--- src/sv/assert_macros.svh ---
// Assertion helpers for the calibrator RTL
`ifndef ASSERT_MACROS_SVH
`define ASSERT_MACROS_SVH

// Check a property at every rising clock edge outside reset
`define ASSERT_ON_CLK(label, prop, msg) \
  label: assert property (@(posedge clk) disable iff (rst) (prop)) else $error(msg);

// Check that a condition in one cycle is followed by another in the next
`define ASSERT_NEXT(label, pre, post, msg) \
  label: assert property (@(posedge clk) disable iff (rst) (pre) |=> (post)) else $error(msg);

`endif

--- src/sv/hic_pkg.sv ---
`timescale 1ns / 1ps
package hic_pkg;

  // Command codes carried in the input tuser
  localparam logic CMD_START  = 1'b0;
  localparam logic CMD_SAMPLE = 1'b1;

  // Result status codes carried in the output tuser
  localparam logic [1:0] STATUS_RUNNING = 2'd0;
  localparam logic [1:0] STATUS_PASSED  = 2'd1;
  localparam logic [1:0] STATUS_FAILED  = 2'd2;

  // Offset byte layouts
  localparam logic LAYOUT_LITTLE  = 1'b0;
  localparam logic LAYOUT_SHIFTED = 1'b1;

  // Register indexes (byte address / 4)
  localparam logic [1:0] REG_SAMPLE_LIMIT   = 2'd0;
  localparam logic [1:0] REG_SPAN_THRESHOLD = 2'd1;
  localparam logic [1:0] REG_BYTE_LAYOUT    = 2'd2;

  // Register reset values
  localparam logic [15:0] SAMPLE_LIMIT_RESET   = 16'd300;
  localparam logic [15:0] SPAN_THRESHOLD_RESET = 16'd100;

  // Bounds loaded at the start of a run
  localparam logic signed [15:0] START_MIN = 16'sd32765;
  localparam logic signed [15:0] START_MAX = -16'sd32765;

  // Byte masks of the shifted layout
  localparam logic [15:0] HIGH_BYTE_MASK = 16'hFF00;
  localparam logic [15:0] LOW_EVEN_MASK  = 16'h00FE;

  // Result payload, first field in the lowest bits
  typedef struct packed {
    logic [7:0]  reg_byte_5;
    logic [7:0]  reg_byte_4;
    logic [7:0]  reg_byte_3;
    logic [7:0]  reg_byte_2;
    logic [7:0]  reg_byte_1;
    logic [7:0]  reg_byte_0;
    logic [15:0] center_z;
    logic [15:0] center_y;
    logic [15:0] center_x;
  } payload_t;

  typedef struct packed {
    logic [1:0] status;
    payload_t   payload;
  } result_t;

endpackage

--- src/sv/hic_axis.sv ---
`timescale 1ns / 1ps
module hic_axis import hic_pkg::*; #(
  parameter int SAMPLE_BITS = 16,
  parameter int ACC_BITS    = 16
) (
  input  logic                       start,
  input  logic                       hold,
  input  logic signed [SAMPLE_BITS-1:0] sample,
  input  logic signed [ACC_BITS-1:0] cur_min,
  input  logic signed [ACC_BITS-1:0] cur_max,
  input  logic [15:0]                threshold,
  output logic signed [ACC_BITS-1:0] min_next,
  output logic signed [ACC_BITS-1:0] max_next,
  output logic                       wide,
  output logic [15:0]                center
);

  logic signed [ACC_BITS-1:0] smp;
  logic signed [ACC_BITS-1:0] upd_min;
  logic signed [ACC_BITS-1:0] upd_max;
  logic signed [ACC_BITS:0]   diff;
  logic [ACC_BITS:0]          span_abs;
  logic signed [ACC_BITS:0]   sum;
  logic signed [ACC_BITS:0]   rounded;
  logic signed [ACC_BITS:0]   half;

  // Widen the sample and fold it into the bounds
  assign smp     = ACC_BITS'(sample);
  assign upd_min = (cur_min > smp) ? smp : cur_min;
  assign upd_max = (cur_max < smp) ? smp : cur_max;

  // Span of the updated bounds against the threshold
  assign diff     = (ACC_BITS+1)'(upd_max) - (ACC_BITS+1)'(upd_min);
  assign span_abs = diff[ACC_BITS] ? $unsigned(-diff) : $unsigned(diff);
  assign wide     = span_abs > (ACC_BITS+1)'(threshold);

  // Restart, hold or take the updated bounds
  always_comb begin
    priority if (start) begin
      min_next = ACC_BITS'(START_MIN);
      max_next = ACC_BITS'(START_MAX);
    end else if (hold) begin
      min_next = cur_min;
      max_next = cur_max;
    end else begin
      min_next = upd_min;
      max_next = upd_max;
    end
  end

  // Midpoint, truncated toward zero
  assign sum     = (ACC_BITS+1)'(max_next) + (ACC_BITS+1)'(min_next);
  assign rounded = sum + {{ACC_BITS{1'b0}}, sum[ACC_BITS]};
  assign half    = rounded >>> 1;
  assign center  = half[15:0];

endmodule

--- src/sv/hic_pack.sv ---
`timescale 1ns / 1ps
module hic_pack import hic_pkg::*; (
  input  logic [1:0]  status,
  input  logic        passed,
  input  logic        layout,
  input  logic [15:0] center_x,
  input  logic [15:0] center_y,
  input  logic [15:0] center_z,
  output result_t     result
);

  logic [15:0] cx;
  logic [15:0] cy;
  logic [15:0] cz;
  logic [15:0] sx;
  logic [15:0] sy;
  logic [15:0] sz;

  // Zero the offsets unless the run passed
  assign cx = passed ? center_x : '0;
  assign cy = passed ? center_y : '0;
  assign cz = passed ? center_z : '0;

  // Doubled offsets, wrapped to 16 bits
  assign sx = {cx[14:0], 1'b0};
  assign sy = {cy[14:0], 1'b0};
  assign sz = {cz[14:0], 1'b0};

  // Lay out the offset bytes
  always_comb begin
    result.status           = status;
    result.payload.center_x = cx;
    result.payload.center_y = cy;
    result.payload.center_z = cz;
    unique case (layout)
      LAYOUT_SHIFTED: begin
        result.payload.reg_byte_0 = 8'((sx & HIGH_BYTE_MASK) >> 8);
        result.payload.reg_byte_1 = 8'(sx & LOW_EVEN_MASK);
        result.payload.reg_byte_2 = 8'((sy & HIGH_BYTE_MASK) >> 8);
        result.payload.reg_byte_3 = 8'(sy & LOW_EVEN_MASK);
        result.payload.reg_byte_4 = 8'((sz & HIGH_BYTE_MASK) >> 8);
        result.payload.reg_byte_5 = 8'(sz & LOW_EVEN_MASK);
      end
      default: begin
        result.payload.reg_byte_0 = cx[7:0];
        result.payload.reg_byte_1 = cx[15:8];
        result.payload.reg_byte_2 = cy[7:0];
        result.payload.reg_byte_3 = cy[15:8];
        result.payload.reg_byte_4 = cz[7:0];
        result.payload.reg_byte_5 = cz[15:8];
      end
    endcase
  end

endmodule

--- src/sv/hic_outbuf.sv ---
`timescale 1ns / 1ps
module hic_outbuf import hic_pkg::*; (
  input  logic    clk,
  input  logic    rst,
  input  logic    in_valid,
  output logic    in_ready,
  input  result_t in_data,
  output logic    out_valid,
  input  logic    out_ready,
  output result_t out_data
);

  logic    skid_valid;
  result_t skid_data;
  logic    in_fire;

  assign in_ready = !skid_valid;
  assign in_fire  = in_valid && in_ready;

  // Output register with one skid entry behind it
  always_ff @(posedge clk) begin
    if (rst) begin
      out_valid  <= 1'b0;
      skid_valid <= 1'b0;
    end else if (out_ready || !out_valid) begin
      if (skid_valid) begin
        out_valid  <= 1'b1;
        skid_valid <= 1'b0;
      end else begin
        out_valid <= in_fire;
      end
    end else if (in_fire) begin
      skid_valid <= 1'b1;
    end
  end

  // Move payloads along
  always_ff @(posedge clk) begin
    if (out_ready || !out_valid) begin
      out_data <= skid_valid ? skid_data : in_data;
    end else if (in_fire) begin
      skid_data <= in_data;
    end
  end

endmodule

--- src/sv/magnetometer_hard_iron_calibrator.sv ---
// Hard-iron calibrator for a three-axis magnetometer by the min/max method. An item with
// tuser 0 starts a new run; an item with tuser 1 carries one sample (x, y, z from the low
// bits of tdata up) and folds it into per-axis minimum and maximum. The run passes once
// every axis span exceeds span_threshold and the zero-based sample index exceeds
// sample_limit/2; it fails when sample_limit samples arrive without a pass. Every item
// gives one result: status in tuser and, when passed, the per-axis offsets (max+min)/2 and
// the six offset register bytes in tdata. Samples after the run ended leave the state alone.
// One item is taken per cycle while the skid buffer is empty; the min/max update, pass
// test and offset calculation sit between the state registers and the registered output,
// which is backed by a one-entry skid buffer.
`timescale 1ns / 1ps
`include "assert_macros.svh"
module magnetometer_hard_iron_calibrator import hic_pkg::*; #(
  parameter int SAMPLE_BITS = 16
) (
  input  logic        clk,
  input  logic        rst,
  // configuration
  input  logic        psel,
  input  logic        penable,
  input  logic        pwrite,
  input  logic [3:0]  paddr,
  input  logic [31:0] pwdata,
  output logic [31:0] prdata,
  output logic        pready,
  // samples in
  input  logic        s_axis_tvalid,
  output logic        s_axis_tready,
  // tdata: mag_x, mag_y, mag_z, zero fill
  input  logic [((3*SAMPLE_BITS+7)/8)*8-1:0] s_axis_tdata,
  // tuser: cmd
  input  logic        s_axis_tuser,
  // results out
  output logic        m_axis_tvalid,
  input  logic        m_axis_tready,
  // tdata: center_x, center_y, center_z, reg_byte_0 .. reg_byte_5
  output logic [95:0] m_axis_tdata,
  // tuser: status
  output logic [1:0]  m_axis_tuser
);

  localparam int ACC_BITS = (SAMPLE_BITS > 16) ? SAMPLE_BITS : 16;

  logic [15:0] sample_limit;
  logic [15:0] span_threshold;
  logic        byte_layout;
  logic        cfg_write;

  logic [15:0]                sample_index;
  logic signed [ACC_BITS-1:0] axis_min [3];
  logic signed [ACC_BITS-1:0] axis_max [3];
  logic                       run_finished;
  logic                       run_passed;

  logic [15:0]                sample_index_next;
  logic signed [ACC_BITS-1:0] axis_min_next [3];
  logic signed [ACC_BITS-1:0] axis_max_next [3];
  logic                       run_finished_next;
  logic                       run_passed_next;

  logic signed [SAMPLE_BITS-1:0] mag [3];
  logic [2:0]                    axis_wide;
  logic [15:0]                   center [3];
  logic                          start;
  logic                          in_fire;
  logic [16:0]                   index_inc;
  logic [1:0]                    status_next;
  result_t                       result_next;
  result_t                       result_out;

  logic                          out_not_passed;
  logic                          start_fire;
  logic                          run_clear;
  logic                          run_kept;

  // Register port
  assign pready    = 1'b1;
  assign cfg_write = psel && penable && pwrite && pready;

  always_ff @(posedge clk) begin
    if (rst) begin
      sample_limit   <= SAMPLE_LIMIT_RESET;
      span_threshold <= SPAN_THRESHOLD_RESET;
      byte_layout    <= LAYOUT_LITTLE;
    end else if (cfg_write) begin
      unique case (paddr[3:2])
        REG_SAMPLE_LIMIT:   sample_limit   <= pwdata[15:0];
        REG_SPAN_THRESHOLD: span_threshold <= pwdata[15:0];
        REG_BYTE_LAYOUT:    byte_layout    <= pwdata[0];
        default: ;
      endcase
    end
  end

  always_comb begin
    unique case (paddr[3:2])
      REG_SAMPLE_LIMIT:   prdata = {16'd0, sample_limit};
      REG_SPAN_THRESHOLD: prdata = {16'd0, span_threshold};
      REG_BYTE_LAYOUT:    prdata = {31'd0, byte_layout};
      default:            prdata = '0;
    endcase
  end

  // Unpack the input item
  assign in_fire = s_axis_tvalid && s_axis_tready;
  assign start   = (s_axis_tuser == CMD_START);
  assign mag[0]  = s_axis_tdata[SAMPLE_BITS-1:0];
  assign mag[1]  = s_axis_tdata[2*SAMPLE_BITS-1:SAMPLE_BITS];
  assign mag[2]  = s_axis_tdata[3*SAMPLE_BITS-1:2*SAMPLE_BITS];

  // Per-axis bound update
  for (genvar k = 0; k < 3; k++) begin : g_axis
    hic_axis #(
      .SAMPLE_BITS(SAMPLE_BITS),
      .ACC_BITS   (ACC_BITS)
    ) u_axis (
      .start    (start),
      .hold     (run_finished),
      .sample   (mag[k]),
      .cur_min  (axis_min[k]),
      .cur_max  (axis_max[k]),
      .threshold(span_threshold),
      .min_next (axis_min_next[k]),
      .max_next (axis_max_next[k]),
      .wide     (axis_wide[k]),
      .center   (center[k])
    );
  end

  // Pass and fail decision
  assign index_inc = {1'b0, sample_index} + 17'd1;

  always_comb begin
    sample_index_next = sample_index;
    run_finished_next = run_finished;
    run_passed_next   = run_passed;
    priority if (start) begin
      sample_index_next = '0;
      run_finished_next = 1'b0;
      run_passed_next   = 1'b0;
    end else if (!run_finished) begin
      priority if ((&axis_wide) && (sample_index > (sample_limit >> 1))) begin
        run_finished_next = 1'b1;
        run_passed_next   = 1'b1;
      end else if (index_inc >= {1'b0, sample_limit}) begin
        run_finished_next = 1'b1;
      end else begin
        sample_index_next = index_inc[15:0];
      end
    end else begin
      // Ended run: hold everything
    end
  end

  // Advance the run state on each accepted item
  always_ff @(posedge clk) begin
    if (rst) begin
      sample_index <= '0;
      run_finished <= 1'b0;
      run_passed   <= 1'b0;
      for (int k = 0; k < 3; k++) begin
        axis_min[k] <= ACC_BITS'(START_MIN);
        axis_max[k] <= ACC_BITS'(START_MAX);
      end
    end else if (in_fire) begin
      sample_index <= sample_index_next;
      run_finished <= run_finished_next;
      run_passed   <= run_passed_next;
      for (int k = 0; k < 3; k++) begin
        axis_min[k] <= axis_min_next[k];
        axis_max[k] <= axis_max_next[k];
      end
    end
  end

  // Build the result item
  assign status_next = !run_finished_next ? STATUS_RUNNING :
                       run_passed_next    ? STATUS_PASSED  : STATUS_FAILED;

  hic_pack u_pack (
    .status  (status_next),
    .passed  (run_passed_next),
    .layout  (byte_layout),
    .center_x(center[0]),
    .center_y(center[1]),
    .center_z(center[2]),
    .result  (result_next)
  );

  hic_outbuf u_outbuf (
    .clk      (clk),
    .rst      (rst),
    .in_valid (s_axis_tvalid),
    .in_ready (s_axis_tready),
    .in_data  (result_next),
    .out_valid(m_axis_tvalid),
    .out_ready(m_axis_tready),
    .out_data (result_out)
  );

  assign m_axis_tdata = result_out.payload;
  assign m_axis_tuser = result_out.status;

  // Checks
  assign out_not_passed = m_axis_tvalid && (m_axis_tuser != STATUS_PASSED);
  assign start_fire     = in_fire && start;
  assign run_clear      = (sample_index == '0) && !run_finished;
  assign run_kept       = run_finished && !start_fire;

  `ASSERT_ON_CLK(a_pass_ends_run, run_passed |-> run_finished, "passed run not finished")
  `ASSERT_ON_CLK(a_offsets_need_pass, out_not_passed |-> m_axis_tdata == '0, "offsets but no pass")
  `ASSERT_NEXT(a_start_clears, start_fire, run_clear, "start did not clear the run")
  `ASSERT_NEXT(a_finished_holds, run_kept, $stable(sample_index) && run_finished, "ended run moved")

endmodule
--- config.mk ---
export PLATFORM = sky130hd
export DESIGN_NAME = magnetometer_hard_iron_calibrator
export DESIGN_NICKNAME = d
export VERILOG_FILES = /design/src/sv/hic_pkg.sv /design/src/sv/hic_axis.sv /design/src/sv/hic_pack.sv /design/src/sv/hic_outbuf.sv /design/src/sv/magnetometer_hard_iron_calibrator.sv
export VERILOG_INCLUDE_DIRS = /design/src /design/src/sv
export SDC_FILE = /design/constraint.sdc
export NUM_CORES = 1
export LEC_CHECK = 0
export BUFFER_PORTS_ARGS = -buffer_cell sky130_fd_sc_hd__buf_2
export CAP_MARGIN = 20
export CORE_MARGIN = 5
export CORE_UTILIZATION = 54
export CTS_BUF_LIST = sky130_fd_sc_hd__clkbuf_2 sky130_fd_sc_hd__clkbuf_4 sky130_fd_sc_hd__clkbuf_8
export CTS_CLUSTER_DIAMETER = 60
export DETAILED_ROUTE_END_ITERATION = 8
export PLACE_DENSITY = 0.73
export RECOVER_POWER = 25
export SYNTH_ARGS = -nofsm -noshare
export SYNTH_HDL_FRONTEND = slang
export SYNTH_HIERARCHICAL = 1
export SYNTH_SLANG_ARGS = --single-unit
--- constraint.sdc ---
create_clock -name clk -period 23.1 [get_ports clk]
set_input_delay 4.62 -clock clk [delete_from_list [all_inputs] [get_ports clk]]
set_output_delay 4.62 -clock clk [all_outputs]
set_load 0.01 [all_outputs]
==> key figures, run 1 <==
Power
  – Sw Pwr: 0.843 mW
  – Internal power: roughly 1.4 mW
  – Reg power frac: 0.312
  – Power Density: 72.3 nW/um^2
  – Clk pwr share: 0.268
  – Comb pwr share: 0.420
  – Pleak: 13.3 nW
  – Final Power: roughly 2.3 mW
  – Switching part of the total power: 0.369
  – Peak supply drop: 0.0460 mV

Synthesis
  – #FFs+latches synth: 345
  – Cell taking the most area after synthesis: edfxtp_1
  – Syn Std Cell Area: 29100 sq um
  – Distinct cells, synth: 119
  – Yosys warns: 6
  – Post-Syn Area per Cell: 9.82 sq um
  – Area contributors post-synth: edfxtp_1, ha_1, mux2i_1
  – Mapped Cells: ~3000
  – Seq/Total Area, Yosys: 0.338
  – Synth top area share: 0.301
  – Main synth FF type: edfxtp_1
  – Share of flip-flops with an asynchronous set or reset: 0
  – Number of flops mapped to enable cells by yosys: just under 300

Cells and area
  – Most common cell after layout, fill and taps aside: edfxtp_1
  – Filler cell count: 4649
  – Area growth syn-to-layout: 8.63%
  – Most frequent cells in the layout: edfxtp_1, ha_1, nand2_1
  – Final instance area: 31600 sq um
  – Total Nets Final: 3477
  – Share of layout cells above drive strength 1: 0.160

Clocking
  – CTS buffer count: a little under 60
  – H-tree Lvls: 2
  – Postcts setup bufs: 0
  – Clk sinks: 345
  – CTS clk-pin slew, worst paths: around 0.060 ns
  – CTS tree: built
  – Root Driver: clkbuf_8
  – Clock latency on the worst-skew pair: 0.69 ns
  – Post_cts resized: 0
  – Post-CTS Hold Buffers: 0
  – CTS max path bufs: 3

STA
  – Max-slew violations: 105
  – Fmax: 75.1 MHz
  – RSZ-0062 raised after global routing: false
  – # setup viols final: 0
  – Tmin final: 13.32 ns
  – Final setup TNS: 0 ns
  – Slew HR: -1.57
  – Worst slew pin tran: between 3 and 4 ns
  – Fin. Hold Viols: 0
  – Tcrit/Tclk final: 0.577
  – Setup Skew: 0.0413 ns

Global routing
  – Largest net degree at the start of global routing: 95
  – Vias in the first global route: 23159
  – All-layer global routing usage: 0.243
  – Initial antenna violation count: 4
  – First-pass GRT wire length: approximately 120 mm
  – GR Overflow Total: 0

Setup path
  – Startpoint types: primary input
  – WP data required: approximately 24 ns
  – Setup crit end kind: flip-flop
  – CP peak stage delay: 0.65 ns
  – Critical Path Start: s_axis_tdata[25]
  – Reg2reg start: axis_max[0][25]
  – Critical Path AT: 13.74 ns
  – Crit path top cell by count: a21o_1
  – Worst-path maximum fanout: 94
  – WS Path Type: primary input to flip-flop
  – Slowest cell on the critical path: a31oi_2

Drt
  – Wire per inst: 19.4 um
  – Remaining DRCs: 0
  – WL final: 74.6 mm
  – Post-DRT Antenna Nets: 0
  – Total number of vias: 23062
  – DRT iter0 DRCs: 1736
  – DR pass1 iterations: 5
  – Vias per cell: 5.99

Die
  – Die area: around 59000 sq um
  – Die height: around 240 um
  – Die X: 242 um
  – Core area: 53600 sq um
  – Ports: 225
  – Num rows: 85
  – Initial Util: 0.543

Job
  – Max cap viols: 2

Outcome
  – Status: finished with violations
  – Violated checks: max-capacitance violations, max-slew violations

Place
  – Final RePlAce weighted congestion: 0.930
  – Final HPWL from detailed placement: 55.1 mm
  – Port-buffer cells: ~190
  – Placed Area: 30300 sq um

Hold path
  – Worst Hold Class: flip-flop to flip-flop
  – Beginning of the worst hold path: sample_limit[10]
-- cell type report --
class / count / area, sq um / share of cell area
diodes: 6 / 15.0 / 0.000475
clock buffers: 71 / 915 / 0.0289
clock inverters: 37 / 378 / 0.0120
inverters: 160 / 602 / 0.0190
flip-flops and latches: 345 / 9830 / 0.311
repair buffers: 215 / 1130 / 0.0359
well taps: 696 / 871 / 0.0276
multi-input cells: 2323 / 17800 / 0.565
-- layer usage --
layer | global-route usage | up-vias | routed length [um]
li1 | - | 11119 | -
met1 | 0.308 | 11112 | 31800
met2 | 0.428 | 684 | 36700
met3 | 0.0287 | 147 | 3930
met4 | 0.0871 | 0 | 2190
met5 | 0 | - | 0
-- path summary, 6_finish.rpt --
kind / end / slack (ns) / cells after the start
max: u_outbuf/out_data[72] / 9.78 / 38
min reg2reg: sample_limit[10] / 0.48 / 2
min: sample_limit[10] / 0.48 / 2
max reg2reg: u_outbuf/out_data[72] / 13.48 / 36
-- sequential cells by signal (all words and copies together), names as in the netlist, 16 cells and up --
signal / count
u_outbuf/skid_data: 98
span_threshold: 16
axis_min: 48
u_outbuf/out_data: 98
sample_index: 16
sample_limit: 16
axis_max: 48
-- metrics by stage --
stage | worst slack (ns) | std cells | hold WS (ns) | util
finish | 9.78 | 3853 | 0.477 | 0.589
CTS | 9.39 | 3845 | 0.478 | 0.590
global route | 9.24 | 3851 | 0.514 | 0.589
floorplan | 8.03 | 2977 | 0.441 | -
detailed placement | 8.71 | 3737 | 0.469 | 0.566
global placement | 8.86 | 3735 | 0.456 | 0.565
-- synth_stat cells, types with 60 or more instances --
library cell and n:
o21ai_0 71, mux2i_1 177, a21oi_1 154, and2_1 66, or3_1 71, and3_1 60, nor3_1 70, mux2_4 87
xnor2_1 112, nor2b_1 80, ha_1 275, edfxtp_1 292, nor2_1 197, inv_1 158, clkbuf_1 77, a21o_1 70
nand2_1 239
-- worst max-delay path, delay by kind of cell --
family,cells,cell delay [ns]
AO/OA/AOI/OAI,22,4.66
AND/OR/NAND/NOR,5,1.56
adder cells (fa/ha/maj),3,0.99
multiplexers,3,0.93
buffers and inverters,4,0.77
XOR/XNOR,1,0.18
-- power groups by stage --
stage	Combinational [mW]	Clock, mW	Sequential [mW]
after detailed placement	0.942	0	0.726
after floorplan	0.728	0	0.728
after global routing	1.06	0.654	0.716
final	0.959	0.613	0.714
after global placement	0.905	0	0.724
after CTS	0.950	0.628	0.713
-- cells by family after synthesis --
family	count (synthesis)	share of synthesized area
compound gates	527	0.125
xor+xnor	172	0.0528
fa+ha+maj	281	0.122
buf+inv	309	0.0513
flops	345	0.338
mux	331	0.132
other cells	2	0.000258
simple gates	995	0.178
Note: power is estimated with default switching activity, not from simulation.
==> inputs of run 2 (changes only) <==
Clock period 23.1 ns to 12.6 ns, I/O delays scaled along.
==> run 2 against run 1 <==
Net effect: the flow still finishes with violations (max-capacitance violations, max-slew violations); global-route usage grew 0.26 points; clock skew decreased by 0.011 ns; sequential power increased by 83%; worst setup slack lost 8.4 ns; combinational power up 82%; sequential cell count unchanged; design area is 0.14% lower; sequential share of layout area about the same; die area is the same; clock power up 78%; count of clock-buffer cells in the layout up 8; critical path type unchanged; critical endpoint is now u_outbuf/out_data[37].
==> key figures, run 2 (synthesis gave the netlist of run 1 again) <==
Outcome
  – Status: finished with violations
  – Violated checks: max-capacitance violations, max-slew violations

Job
  – Max cap viols: 6 (+4)

STA
  – Setup Skew: 0.0304 ns (-0.0109 ns)
  – Worst slew pin tran: 3.53 ns (-0.317 ns)
  – Tmin final: 11.17 ns
  – # setup viols final: 0 (unchanged)
  – RSZ-0062 raised after global routing: false
  – Fmax: 89.5 MHz
  – Max-slew violations: 270 (+160%)
  – Slew HR: -1.35 (+0.211)
  – Tcrit/Tclk final: 0.887
  – Fin. Hold Viols: 0 (unchanged)
  – Final setup TNS: 0 ns (unchanged)

Clocking
  – Clock latency on the worst-skew pair: 0.67 ns (-0.02 ns)
  – CTS clk-pin slew, worst paths: 0.06 ns (about the same)
  – Post_cts resized: 0 (unchanged)
  – Post-CTS Hold Buffers: 0 (unchanged)
  – Postcts setup bufs: 0 (unchanged)
  – CTS tree: built
  – Root Driver: clkbuf_8
  – CTS buffer count: 60 (+1.7%)
  – H-tree Lvls: 2 (unchanged)
  – Clk sinks: 345 (unchanged)
  – CTS max path bufs: 3 (unchanged)

Setup path
  – WP data required: 13.01 ns (-10.50 ns)
  – CP Buf/Inv Count: 5 (+1)
  – Cell family with most CP delay: compound AO/OA/AOI/OAI gates
  – Worst-path maximum fanout: 64 (-32%)
  – FF-to-FF path depth: 37 (+2.8%)
  – Slowest cell on the critical path: a2111oi_0
  – Setup crit end kind: flip-flop
  – CP peak stage delay: 0.63 ns (-0.02 ns)
  – Total stage count of the critical path: 39 (+2.6%)
  – WS Path Type: primary input to flip-flop
  – Crit path top cell by count: a21o_1
  – Critical Path AT: 11.58 ns (-2.16 ns)
  – Startpoint types: primary input

Place
  – Port-buffer cells: 189 (unchanged)
  – Final RePlAce weighted congestion: 0.921 (-0.93%)
  – Dpl cells: 3740 (+0.080%)
  – Final HPWL from detailed placement: 55.7 mm (+1.0%)

Cells and area
  – Area of the multi-input gates: 17900 sq um (about the same)
  – Util after Layout: 0.589 (-0.000817)
  – Total Nets Final: 3479 (+0.058%)
  – Area growth syn-to-layout: 8.48%
  – Non-Filler Instances: 3859 (+0.16%)
  – Share of layout cells above drive strength 1: 0.158 (-0.00210)
  – Most frequent cells in the layout: edfxtp_1, ha_1, nand2_1
  – Reg area: 9830 sq um (unchanged)
  – Largest regs: u_outbuf/out_data (98), u_outbuf/skid_data (98)
  – Filler cell count: 4608 (-0.88%)
  – Most common cell after layout, fill and taps aside: edfxtp_1

Power
  – Peak supply drop: 0.0878 mV (+91%)
  – Final Power: 4.15 mW (+82%)
  – Power Density: 131 nW/um^2 (+82%)
  – Pleak: 13.3 nW (-0.23%)

Global routing
  – GRT busiest layer: met2
  – GR Overflow Total: 0 (unchanged)
  – GR Layer Usage met3: 0.0386 (+0.00993)
  – First-pass GRT wire length: 120 mm (+0.37%)
  – All-layer global routing usage: 0.245 (+0.00263)
  – Largest net degree at the start of global routing: 91 (-4.2%)
  – Initial antenna violation count: 7 (+3)
  – GRT met1 Usage: 0.314 (+0.00514)
  – Met2 Track Usage GR: 0.419 (-0.00914)
  – Vias in the first global route: 22849 (-1.3%)

Drt
  – Post-DRT Antenna Nets: 0 (unchanged)
  – DR pass1 iterations: 5 (unchanged)
  – Wire per inst: 19.4 um (+0.40%)
  – Total number of vias: 22974 (-0.38%)
  – Vias per cell: 5.95 (-0.54%)
  – Remaining DRCs: 0 (unchanged)
  – WL final: 75.0 mm (+0.56%)
  – DRT iter0 DRCs: 1459 (-16%)

Die
  – Die area: 58600 sq um (unchanged)
  – Ports: 225 (unchanged)
  – Core area: 53600 sq um (unchanged)
  – Die height: 242 um (unchanged)
  – Num rows: 85 (unchanged)
  – Initial Util: 0.543 (unchanged)
  – Die X: 242 um (unchanged)

Hold path
  – Worst Hold Class: flip-flop to flip-flop
  – Hold Path Depth: 2 (unchanged)
==> run 2: cell types whose count changed in the layout (fill, tap and decap cells not counted), moves of 3 or more <==
cell	delta
clkbuf_8	+3
clkbuf_1	+9
clkinvlp_4	-4
buf_2	-7
bufinv_16	-3
clkbuf_4	+5
==> run 2: report_power, final <==
| group | leakage (nW) | switching, mW | internal [mW] |
|---|---|---|---|
| logic | 9.42 | 1.02 | 0.732 |
| clock network | 0.660 | 0.493 | 0.597 |
| registers | 3.24 | 0.0256 | 1.28 |
==> run 2: stage by stage <==
step / area [sq um] / hold WS, ns / worst slack [ns]
final: 31600 / 0.479 / 1.43
after floorplan: 29100 / 0.441 / 0.737
after global placement: 30300 / 0.456 / 1.14
after CTS: 31600 / 0.481 / 1.60
after detailed placement: 30400 / 0.472 / 0.912
after global routing: 31500 / 0.496 / 0.954
==> run 2: cell type report <==
type / count / area share
sequential: 345 / 0.312
inverter: 160 / 0.0191
multi-input combinational: 2323 / 0.566
tap: 696 / 0.0276
clock buffer: 79 / 0.0315
timing repair buffer: 216 / 0.0353
clock inverter: 32 / 0.00813
antenna: 8 / 0.000634
==> run 2: final timing paths <==
check	endpoint	slack, ns	start
worst min register to register	sample_limit[14]	0.48	sample_limit[14]
worst max-delay path	u_outbuf/out_data[37]	1.43	s_axis_tdata[25]
worst max register to register	u_outbuf/out_data[37]	3.08	axis_max[0][25]
worst min-delay path	sample_limit[14]	0.48	sample_limit[14]
==> run 2: worst reg2reg max path: cells and delay by family (launching register included) <==
kind | cells | cell delay, ns
xor gates and xnor gates | 2 | 0.30
DFF | 1 | 0.43
buffers and inverters | 3 | 0.71
AOI/OAI and AO/OA | 20 | 4.14
adders and majority gates | 4 | 1.23
and+or+nand+nor | 5 | 1.50
muxes | 3 | 0.97
==> run 2: metal layers <==
layer / up-vias / wire length [um]
met2: 693 / 36500
li1: 11131 / -
met4: 0 / 2700
met1: 10987 / 31900
met5: - / 0
met3: 163 / 3930
